File: config.mk
export PLATFORM = sky130hd
export DESIGN_NAME = mpeg_audio_frame_length_unit
export DESIGN_NICKNAME = d
export VERILOG_FILES = /design/src/mafl_pkg.sv /design/src/mafl_decode.sv /design/src/mafl_scale.sv /design/src/mpeg_audio_frame_length_unit.sv
export VERILOG_INCLUDE_DIRS = /design/src /design/src/src
export SDC_FILE = /design/constraint.sdc
export NUM_CORES = 1
export LEC_CHECK = 0
export BUFFER_PORTS_ARGS = -buffer_cell sky130_fd_sc_hd__buf_2
export CAP_MARGIN = 20
export CORE_UTILIZATION = 40
export CTS_BUF_LIST = sky130_fd_sc_hd__clkbuf_8
export DETAILED_ROUTE_END_ITERATION = 12
export PLACE_DENSITY = 0.59
export SLEW_MARGIN = 0
export SYNTH_ARGS = -nofsm -noshare
export SYNTH_HDL_FRONTEND = slang
export SYNTH_SLANG_ARGS = --single-unit
File: constraint.sdc
create_clock -name clk -period 6.43 [get_ports clk]
set_clock_uncertainty 0.05 [all_clocks]
set_input_delay 0.3215 -clock clk [delete_from_list [all_inputs] [get_ports clk]]
set_output_delay 0.3215 -clock clk [all_outputs]
set_load 0.05 [all_outputs]
File: src/assert_macros.svh
// Assertion helpers for the RTL.
`ifndef ASSERT_MACROS_SVH
`define ASSERT_MACROS_SVH

`ifndef ASSERT_OFF
`define ASSERT_IMPLIES(label, clk, rst_n, ante, cons) \
	label: assert property (@(posedge clk) disable iff (!rst_n) (ante) |-> (cons)) \
		else $error("%m: implication failed");
`define ASSERT_NEXT(label, clk, rst_n, ante, cons) \
	label: assert property (@(posedge clk) disable iff (!rst_n) (ante) |=> (cons)) \
		else $error("%m: next-cycle check failed");
`else
`define ASSERT_IMPLIES(label, clk, rst_n, ante, cons)
`define ASSERT_NEXT(label, clk, rst_n, ante, cons)
`endif

`endif

File: src/mafl_pkg.sv
package mafl_pkg;

	localparam int HDR_W   = 24;
	localparam int FRAME_W = 12;
	localparam int KBPS_W  = 9;
	localparam int COEF_W  = 8;
	localparam int PROD_W  = KBPS_W + COEF_W - 1;  // coef * kbps fits in 16 bits
	localparam int RECIP_W = 29;
	localparam int RECIP_SH = 31;
	localparam int QUOT_W  = PROD_W + RECIP_W - RECIP_SH;

	localparam logic [FRAME_W-1:0] FRAME_MAX = 12'd2881;
	localparam logic [QUOT_W-1:0]  QUOT_MAX  = 14'd8064;

	// version index
	localparam logic [1:0] VER_25   = 2'd0;
	localparam logic [1:0] VER_RSVD = 2'd1;
	localparam logic [1:0] VER_2    = 2'd2;
	localparam logic [1:0] VER_1    = 2'd3;

	// layer index
	localparam logic [1:0] LYR_RSVD = 2'd0;
	localparam logic [1:0] LYR_III  = 2'd1;
	localparam logic [1:0] LYR_II   = 2'd2;
	localparam logic [1:0] LYR_I    = 2'd3;

	// sample-rate index; the rate is base * 1, 2 or 4 by version
	localparam logic [1:0] SR_11K  = 2'd0;
	localparam logic [1:0] SR_12K  = 2'd1;
	localparam logic [1:0] SR_8K   = 2'd2;
	localparam logic [1:0] SR_RSVD = 2'd3;

	// samples / 8 for layer II and III, 12 (= 384 / 32) for layer I
	localparam logic [COEF_W-1:0] COEF_FULL = 8'd144;
	localparam logic [COEF_W-1:0] COEF_HALF = 8'd72;
	localparam logic [COEF_W-1:0] COEF_L1   = 8'd12;

	// x*1000/base as (x * K) >> 31, exact over the product range
	localparam logic [RECIP_W-1:0] RECIP_11K = 29'd194783120;  // 40 * ceil(2^31/441)
	localparam logic [RECIP_W-1:0] RECIP_12K = 29'd178956971;  // ceil(2^31/12)
	localparam logic [RECIP_W-1:0] RECIP_8K  = 29'd268435456;  // 2^31/8

	localparam logic [KBPS_W-1:0] KBPS_V1_L3 [16] = '{
		9'd0, 9'd32, 9'd40, 9'd48, 9'd56, 9'd64, 9'd80, 9'd96,
		9'd112, 9'd128, 9'd160, 9'd192, 9'd224, 9'd256, 9'd320, 9'd0};
	localparam logic [KBPS_W-1:0] KBPS_V1_L2 [16] = '{
		9'd0, 9'd32, 9'd48, 9'd56, 9'd64, 9'd80, 9'd96, 9'd112,
		9'd128, 9'd160, 9'd192, 9'd224, 9'd256, 9'd320, 9'd384, 9'd0};
	localparam logic [KBPS_W-1:0] KBPS_V1_L1 [16] = '{
		9'd0, 9'd32, 9'd64, 9'd96, 9'd128, 9'd160, 9'd192, 9'd224,
		9'd256, 9'd288, 9'd320, 9'd352, 9'd384, 9'd416, 9'd448, 9'd0};
	localparam logic [KBPS_W-1:0] KBPS_V2_L23 [16] = '{
		9'd0, 9'd8, 9'd16, 9'd24, 9'd32, 9'd40, 9'd48, 9'd56,
		9'd64, 9'd80, 9'd96, 9'd112, 9'd128, 9'd144, 9'd160, 9'd0};
	localparam logic [KBPS_W-1:0] KBPS_V2_L1 [16] = '{
		9'd0, 9'd32, 9'd48, 9'd56, 9'd64, 9'd80, 9'd96, 9'd112,
		9'd128, 9'd144, 9'd160, 9'd176, 9'd192, 9'd224, 9'd256, 9'd0};

	typedef struct packed {
		logic       ok;
		logic [1:0] base_sel;
		logic [1:0] shift;
		logic       pad;
		logic       layer1;
	} post_t;

	typedef struct packed {
		post_t              post;
		logic [KBPS_W-1:0]  kbps;
		logic [COEF_W-1:0]  coef;
	} dec_t;

	function automatic logic [KBPS_W-1:0] kbps_lookup(input logic is_v1,
			input logic [1:0] lyr, input logic [3:0] brx);
		logic [KBPS_W-1:0] r;
		r = '0;
		unique case (lyr)
			LYR_III: r = is_v1 ? KBPS_V1_L3[brx] : KBPS_V2_L23[brx];
			LYR_II:  r = is_v1 ? KBPS_V1_L2[brx] : KBPS_V2_L23[brx];
			LYR_I:   r = is_v1 ? KBPS_V1_L1[brx] : KBPS_V2_L1[brx];
			default: r = '0;
		endcase
		return r;
	endfunction

	function automatic logic [RECIP_W-1:0] recip_lookup(input logic [1:0] sel);
		logic [RECIP_W-1:0] r;
		r = RECIP_8K;
		unique case (sel)
			SR_11K:  r = RECIP_11K;
			SR_12K:  r = RECIP_12K;
			default: r = RECIP_8K;
		endcase
		return r;
	endfunction

endpackage

File: src/mafl_decode.sv
module mafl_decode import mafl_pkg::*; (
	input  logic             clk,
	input  logic             en,
	input  logic [HDR_W-1:0] header_bytes,
	output dec_t             dec_s1
);

	logic [7:0] b0, b1, b2;
	logic [1:0] ver, lyr, srx;
	logic [3:0] brx;
	dec_t       dec_d;

	assign b0  = header_bytes[23:16];
	assign b1  = header_bytes[15:8];
	assign b2  = header_bytes[7:0];
	assign ver = b1[4:3];
	assign lyr = b1[2:1];
	assign brx = b2[7:4];
	assign srx = b2[3:2];

	always_comb begin
		dec_d.post.ok = (b0 == 8'hFF) && (b1[7:5] == 3'b111) && (ver != VER_RSVD)
			&& (lyr != LYR_RSVD) && (brx != 4'hF) && (brx != 4'h0) && (srx != SR_RSVD);
		dec_d.post.base_sel = srx;
		dec_d.post.pad      = b2[1];
		dec_d.post.layer1   = (lyr == LYR_I);
		unique case (ver)
			VER_1:   dec_d.post.shift = 2'd2;
			VER_2:   dec_d.post.shift = 2'd1;
			default: dec_d.post.shift = 2'd0;
		endcase
		dec_d.kbps = kbps_lookup(ver == VER_1, lyr, brx);
		if (lyr == LYR_I) begin
			dec_d.coef = COEF_L1;
		end else if (lyr == LYR_II || ver == VER_1) begin
			dec_d.coef = COEF_FULL;
		end else begin
			dec_d.coef = COEF_HALF;
		end
	end

	always_ff @(posedge clk) begin
		if (en) begin
			dec_s1 <= dec_d;
		end
	end

endmodule

File: src/mafl_scale.sv
module mafl_scale import mafl_pkg::*; (
	input  logic              clk,
	input  logic              en2,
	input  logic              en3,
	input  dec_t              dec_s1,
	output logic [QUOT_W-1:0] quot_s3,
	output post_t             post_s3
);

	logic [PROD_W-1:0]                prod_s2;
	post_t                            post_s2;
	logic [PROD_W+RECIP_W-1:0]        scaled;

	// divide by the base rate through a constant reciprocal
	assign scaled = prod_s2 * recip_lookup(post_s2.base_sel);

	always_ff @(posedge clk) begin
		if (en2) begin
			prod_s2 <= PROD_W'(dec_s1.coef * dec_s1.kbps);
			post_s2 <= dec_s1.post;
		end
		if (en3) begin
			quot_s3 <= scaled[PROD_W+RECIP_W-1:RECIP_SH];
			post_s3 <= post_s2;
		end
	end

endmodule

File: src/mpeg_audio_frame_length_unit.sv
// MPEG audio frame length: takes the first three header bytes (byte 0 in
// bits 23..16) and returns the frame length in bytes, or zero for lost
// sync, a reserved version, layer, bitrate or sample-rate index, and for
// free-format bitrate. Four register stages (decode and table lookup,
// coefficient times bitrate, reciprocal multiply by the base rate, version
// shift and padding), and one header is accepted every cycle while
// out_stall is low. Each stage holds on its own when the next one is
// full, so bubbles close up under output stall.
`include "assert_macros.svh"

module mpeg_audio_frame_length_unit import mafl_pkg::*; (
	input  logic               clk,
	input  logic               arst_n,
	input  logic               in_valid,
	output logic               in_stall,
	input  logic [HDR_W-1:0]   header_bytes,
	output logic               out_valid,
	input  logic               out_stall,
	output logic [FRAME_W-1:0] frame_bytes
);

	logic                v1_q, v2_q, v3_q, v4_q;
	logic                ld1, ld2, ld3, ld4;
	dec_t                dec_s1;
	logic [QUOT_W-1:0]   quot_s3;
	post_t               post_s3;
	logic [QUOT_W-1:0]   quot_sh;
	logic [QUOT_W:0]     slots;
	logic [QUOT_W+2:0]   len;
	logic [FRAME_W-1:0]  frame_s4;

	assign ld4 = !v4_q || !out_stall;
	assign ld3 = !v3_q || ld4;
	assign ld2 = !v2_q || ld3;
	assign ld1 = !v1_q || ld2;

	assign in_stall    = !ld1;
	assign out_valid   = v4_q;
	assign frame_bytes = frame_s4;

	always_ff @(posedge clk or negedge arst_n) begin
		if (!arst_n) begin
			v1_q <= 1'b0;
			v2_q <= 1'b0;
			v3_q <= 1'b0;
			v4_q <= 1'b0;
		end else begin
			if (ld1) v1_q <= in_valid;
			if (ld2) v2_q <= v1_q;
			if (ld3) v3_q <= v2_q;
			if (ld4) v4_q <= v3_q;
		end
	end

	mafl_decode u_decode (
		.clk          (clk),
		.en           (ld1 && in_valid),
		.header_bytes (header_bytes),
		.dec_s1       (dec_s1)
	);

	mafl_scale u_scale (
		.clk     (clk),
		.en2     (ld2 && v1_q),
		.en3     (ld3 && v2_q),
		.dec_s1  (dec_s1),
		.quot_s3 (quot_s3),
		.post_s3 (post_s3)
	);

	// rate = base * 2^shift; layer I counts 4-byte slots
	always_comb begin
		quot_sh = quot_s3 >> post_s3.shift;
		slots   = {1'b0, quot_sh} + (QUOT_W+1)'(post_s3.pad);
		len     = post_s3.layer1 ? {slots, 2'b00} : {2'b00, slots};
	end

	always_ff @(posedge clk) begin
		if (ld4 && v3_q) begin
			frame_s4 <= post_s3.ok ? len[FRAME_W-1:0] : '0;
		end
	end

	`ASSERT_IMPLIES(a_full_stalls_input, clk, arst_n, v1_q && v2_q && v3_q && v4_q && out_stall, in_stall)
	`ASSERT_IMPLIES(a_quot_range, clk, arst_n, v3_q && post_s3.ok, quot_s3 <= QUOT_MAX)
	`ASSERT_IMPLIES(a_frame_range, clk, arst_n, out_valid, frame_bytes <= FRAME_MAX)
	`ASSERT_NEXT(a_held_result_stays, clk, arst_n, v3_q && v4_q && out_stall, v4_q && v3_q)

endmodule

# --- Word level (Yosys, flattened, before mapping) ---
# Memories as Yosys holds them, arrays and structs flattened.
# Index checks and enable logic that the tools add are counted.
totals:
  ff_bits: 82
  rom_bits: 720
  inputBits: 28
  out_inout_bits: 14
  wordCells: 90
  n_memories: 5
op_classes:
  addsub: 1
  n_mul: 2
  order_cmp: 1
  eq_ne: 11
  shift: 1
  muxes: 18
  n_bitwise: 2
  n_reduce_logical: 25
memory_table:
  columns: ["name", "depth", "width", "rd", "rd_ports_with_merged_regs", "wr", "line_no", "source"]
  rows:
  - ["(no name shown)", 16, 9, 1, 0, 0, "mafl_pkg.sv:78", "LYR_III: r = is_v1 ? KBPS_V1_L3[brx] : KBPS_V2_L23[brx];"]
  - ["(no name shown)", 16, 9, 1, 0, 0, "mafl_pkg.sv:78", null]
  - ["(no name shown)", 16, 9, 1, 0, 0, "mafl_pkg.sv:79", "LYR_II: r = is_v1 ? KBPS_V1_L2[brx] : KBPS_V2_L23[brx];"]
  - ["(no name shown)", 16, 9, 1, 0, 0, "mafl_pkg.sv:80", "LYR_I: r = is_v1 ? KBPS_V1_L1[brx] : KBPS_V2_L1[brx];"]
  - ["(no name shown)", 16, 9, 1, 0, 0, "mafl_pkg.sv:80", null]
op_table:
  columns: ["op", "count"]
  rows:
  - ["9-bit 2-to-1 mux", 13]
  - ["29-bit one-hot mux with 2 select lines", 1]
  - ["16-bit by 29-bit multiplier with 45-bit output", 1]
  - ["9-bit one-hot mux with 3 select lines", 1]
  - ["8-bit by 9-bit multiplier with 16-bit output", 1]
  - ["14-bit by 2-bit right shift with 12-bit output", 1]
  - ["12-bit by 1-bit adder with 12-bit output", 1]
  - ["12-bit 2-to-1 mux", 1]
  - ["1-bit logical AND", 10]
  - ["2-bit == test, second input constant", 4]
  - ["8-bit == test, second input constant", 1]
  - ["8-bit 2-to-1 mux", 1]
  - ["1-bit zero test", 6]
  - ["5-bit >= comparator, second input constant", 1]
  - ["1-bit logical OR", 5]
  - ["4-bit NOT with 5-bit output", 1]
  - ["2-bit by 1-bit == test with 1-bit output, second input constant", 2]
  - ["4-bit != test, second input constant", 1]
  - ["2-bit one-hot mux with 2 select lines", 1]
  - ["4-bit nonzero test", 1]
  - ["3-bit == test, second input constant", 1]
  - ["2-bit zero test", 1]
  - ["2-bit by 1-bit != test with 1-bit output, second input constant", 1]
  - ["2-bit != test, second input constant", 1]
  - ["other kinds (3)", 3]

# --- Depth between registers and ports, before layout ---
depth:
  word_depth: 7
  ltp_mapped: 24
  depth_no_buf: 23

# --- Hierarchy ---
# From an unflattened synthesis, not the netlist that was laid out.
unflattened:
  hier_cells: 1599
  area_unflattened_um2: 15932.8
by_module_without_submodules:
  columns: ["mod", "n_inst", "cells_each", "area_each_um2", "seq_area_each_um2"]
  rows:
  - ["mafl_scale", 1, 1318, 13266.5, 1321.3]
  - ["mpeg_audio_frame_length_unit", 1, 140, 1336.3, 460.4]
  - ["mafl_decode", 1, 141, 1330.0, 510.5]

# --- Worst setup path after synthesis ---
# OpenSTA, ideal clock, no wires.
synth_timing:
  path_type: "register to register"
  startpoint: "reg u_scale.post_s2[5] (netlist name)"
  endpoint: "reg u_scale.quot_s3[12] (data pin)"
  setup_time_ps: 263
  arrival_time_ps: 5946
  required_time_ps: 6117
  slack_ps: 172
  path_stages_with_launch: 22
  n_path_buf: 1
  synth_period_minus_slack_ps: 6258
  path_cell_list: "edfxtp_1 -> clkbuf_1 -> nor2b_1 -> nand2b_1 -> fa_1 -> fa_1 -> inv_1 -> fa_1 -> inv_1 -> fa_1 -> inv_1 -> fa_1 -> ha_1 -> ha_1 -> a211oi_1 -> o211ai_1 -> nor3_1 -> o32ai_1 -> o211ai_1 -> nand2_1 -> a311oi_1 -> xnor2_1"
synth_between:
  elab_chain_len: 3
  elab_cells_between_ends: 4
  cone_classes: "mul: 1; eq/ne: 1; mux: 1; reduce/logical: 1"
synth_rtl:
  columns: ["item", "line_no", "source"]
  rows:
  - ["start, declared", "mafl_scale.sv:11", "post_t post_s2;"]
  - ["start signal, assigned", "mafl_scale.sv:20", "post_s2 <= dec_s1.post;"]
  - ["2-bit by 1-bit == test with 1-bit output or 2-bit zero test (tied branches)", "mafl_pkg.sv:89", "unique case (sel)"]
  - ["29-bit one-hot mux with 2 select lines (*)", "mafl_pkg.sv:89", null]
  - ["16-bit by 29-bit multiplier with 45-bit output (*)", "mafl_scale.sv:15", "assign scaled = prod_s2 * recip_lookup(post_s2.base_sel);"]
  - ["named net u_scale.scaled[43]", "mafl_scale.sv:12", "logic [PROD_W+RECIP_W-1:0] scaled;"]
  - ["end signal, assigned", "mafl_scale.sv:23", "quot_s3 <= scaled[PROD_W+RECIP_W-1:RECIP_SH];"]
  - ["end, declared", "mafl_scale.sv:6", "output logic [QUOT_W-1:0] quot_s3,"]
# Mark *: on every way through the listed nets, which the timed path passes. The rest lies on a longest branch.
# A chain may end at the register's enable or synchronous reset.

# --- Worst setup path in the final report ---
layout_timing:
  startpoint: "reg u_scale.post_s2[5] (netlist name)"
  endpoint: "reg u_scale.quot_s3[11] (data pin)"
# The elaborated chain is that of the path after synthesis.

==> results.cfg <==
[cts]
cts_buffers = 9
tritoncts = built
clkTransAtPathRegs_ns = 0.09
clock_sinks = 70
cts_buffer_depth = 2
htreeDepth = 3
root_buffer = clkbuf_8
clk_latency_ns = 0.36

[critical_path]
critPathArrivalTime_ns = 6.35
start_kind = register
critPathMaxFanout = 5
worst_setup_path_end_kind = register
crit_required_ns = 6.49
worstSetupPathType = register to register

[route]
ant_nets = 0
wirelength_mm = 25.5
via_count = 8049
drtIter0Drc = 352
first_pass_iters = 4
post_drt_wl_per_cell_um = 15.5
drc = 0
viasPerCell = 4.88

[worst_hold_path]
hold_path_class = input pin to register

[synth]
ys_dominant_reg_cell = edfxtp_1
async_flop_share = 0.0571
synthCells = 1135
ys_seq_area_frac = 0.182
yosys.area_share.adder = 0.494
synthSimpleGateAreaFrac = 0.107
ys_seq_elements = 70
yosys_warnings = 0
synthesis.area_mm2 = 0.0115
synth.area.mux_share = 0.0229
ys_types = 64
synth_xor_area_frac = 0.0275
synth_edf_count = 66
synth_top_family_by_area = adder cells
synth_compound_area_frac = 0.0698
synth_area_per_cell_um2 = 10.1

[die]
initial_utilization = 0.410
die_w_um = 171
fp.dieH_um = 171
ioPinCount = 42
core_area_mm2 = 0.0280
dieArea_mm2 = 0.0294
rows = 61

[run]
maxCapViolCount = 0

[layout]
area_growth_pct = 19.6
drive_gt1_frac = 0.208
layout.nets = 1652
fill_cells = 2623
fin_area_mm2 = 0.0137

[sta]
finalSetupViolCount = 0
tightestPinTransition_ns = 0.907
finalHoldViolCount = 0
final.min_clock_period_ns = 6.30
slew_viol_final = 0
slew-limit-headroom = 0.393
fmax_mhz = 159
tns_ns = 0
timing.hold.ws_ns = 0.102
fin_crit_sh = 0.979

[global_route]
grt_remaining_overflow = 0
antenna_found_initial = 0
grt_pass1_vias = 8173
grt_use_total = 0.180
grt_max_degree = 32
grt_pass1_wl_mm = 40.7

[status]
status = completed

[placed_design]
place_congestion = 0.950
dpl.hpwl_mm = 21.3
place.port_buffers = 39
dpl_cell_area_mm2 = 0.0127
==> placed cells by master, fill, tap and decap left out, types with 9 or more instances in the layout <==
master	Yosys	final
inv_1	269	260
ha_1	197	163
fa_1	160	152
buf_4	1	91
edfxtp_1	66	66
nand2_1	68	65
buf_2	0	39
and2_1	40	36
ha_4	0	30
a21oi_1	32	28
xnor2_1	29	28
o21ai_0	30	28
nor2_1	31	24
mux2i_1	12	12
nor2b_1	18	11
nand3_1	12	11
nor3_1	13	10
nand2b_1	15	9
a21o_1	9	9
clkbuf_8	0	9
==> metrics by stage <==
stage	setup slack, ns	std cells	utilization
finish	0.133	1651	0.490
global route	-0.0922	1650	0.490
CTS	0.00171	1638	0.465
detailed placement	-0.0494	1615	0.453
global placement	-0.00207	1615	0.453
floorplan	0.172	1140	-
==> cells in the mapped netlist (15+ instances only) <==
master / count / area, um2
nor2_1: 31 / 116
o21ai_0: 30 / 150
xnor2_1: 29 / 254
ha_1: 197 / 2460
and2_1: 40 / 250
nand2b_1: 15 / 93.8
edfxtp_1: 66 / 1980
fa_1: 160 / 3200
nand2_1: 68 / 255
inv_1: 269 / 1010
clkbuf_1: 20 / 75.1
nor2b_1: 18 / 113
a21oi_1: 32 / 160
==> logic make-up (layout without fill, tap and decap cells) <==
family          after synthesis  after routing
buf+inv                     293            425
compound gates              125            125
xor+xnor                     36             36
fa+ha+maj                   357            357
mux                          19             19
other cells                   1              7
flops                        70             70
simple gates                234            234
==> final timing paths <==
check                                                  start                       endpoint  cells after the start  slack, ns
worst max-delay path            u_scale.post_s2[5]$_DFFE_PP_  u_scale.quot_s3[11]$_DFFE_PP_                     24       0.13
worst min-delay path                         header_bytes[1]  u_decode.dec_s1[18]$_DFFE_PP_                      1       0.10
worst max register to register  u_scale.post_s2[5]$_DFFE_PP_  u_scale.quot_s3[11]$_DFFE_PP_                     24       0.13
worst min register to register  u_scale.post_s2[2]$_DFFE_PP_   u_scale.post_s3[2]$_DFFE_PP_                      0       0.37
max in group asynchronous                             arst_n          out_valid$_DFFE_PN0P_                      2       5.97
min in group asynchronous                             arst_n               v1_q$_DFFE_PN0N_                      2       0.24
==> sequential cells by signal, indices dropped and copies added (netlist names) <==
signal,cells
v2_q,1
u_scale.prod_s2,11
v3_q,1
u_scale.post_s3,5
out_valid,1
u_scale.quot_s3,14
frame_bytes,12
u_scale.post_s2,7
u_decode.dec_s1,17
v1_q,1
==> critical path, cell delays in order (launching register included) <==
cell and delay, ns:
edfxtp_1 0.51, clkbuf_16 0.22, nor2b_4 0.12, nand2b_1 0.13, fa_2 0.52, fa_1 0.51
inv_1 0.06, fa_1 0.52, fa_1 0.55, inv_1 0.05, fa_1 0.53, inv_1 0.06
ha_4 0.24, ha_4 0.26, o211ai_1 0.12, o211ai_1 0.29, a21oi_1 0.07, o32ai_1 0.29
buf_4 0.21, o211ai_1 0.09, buf_4 0.17, nand2_2 0.11, a31o_1 0.19, buf_4 0.11
nor2_1 0.03
==> metal layers <==
layer	track usage	vias to the layer above	share of wire
met5	0	-	0
met4	0.0311	0	0.012
met3	0.0265	17	0.040
met2	0.303	139	0.49
met1	0.246	3941	0.46
li1	-	3952	-
==> area by class of cell <==
type / count / area [um2] / share of cell area
multi-input combinational: 777 / 8920 / 0.650
timing repair buffer: 140 / 1040 / 0.0759
sequential: 70 / 2080 / 0.152
tap: 378 / 473 / 0.0345
antenna: 1 / 2.50 / 0.000182
clock inverter: 7 / 62.6 / 0.00456
inverter: 269 / 1010 / 0.0738
clock buffer: 9 / 124 / 0.00903
==> what timing repair did <==
| item | CTS | global route |
|---|---|---|
| endpoints found under the hold margin | 4 | 0 |
| resized for setup | 18 | 96 |
| hold buffers | 1 | 0 |
| setup endpoints to repair | 6 | 14 |
| setup buffers | 5 | 11 |
| pin swaps | 7 | 51 |
| cloned | 1 | 1 |
Power is not shown: default switching activity piles up to over one toggle a cycle in this logic, so the estimate is an artifact.
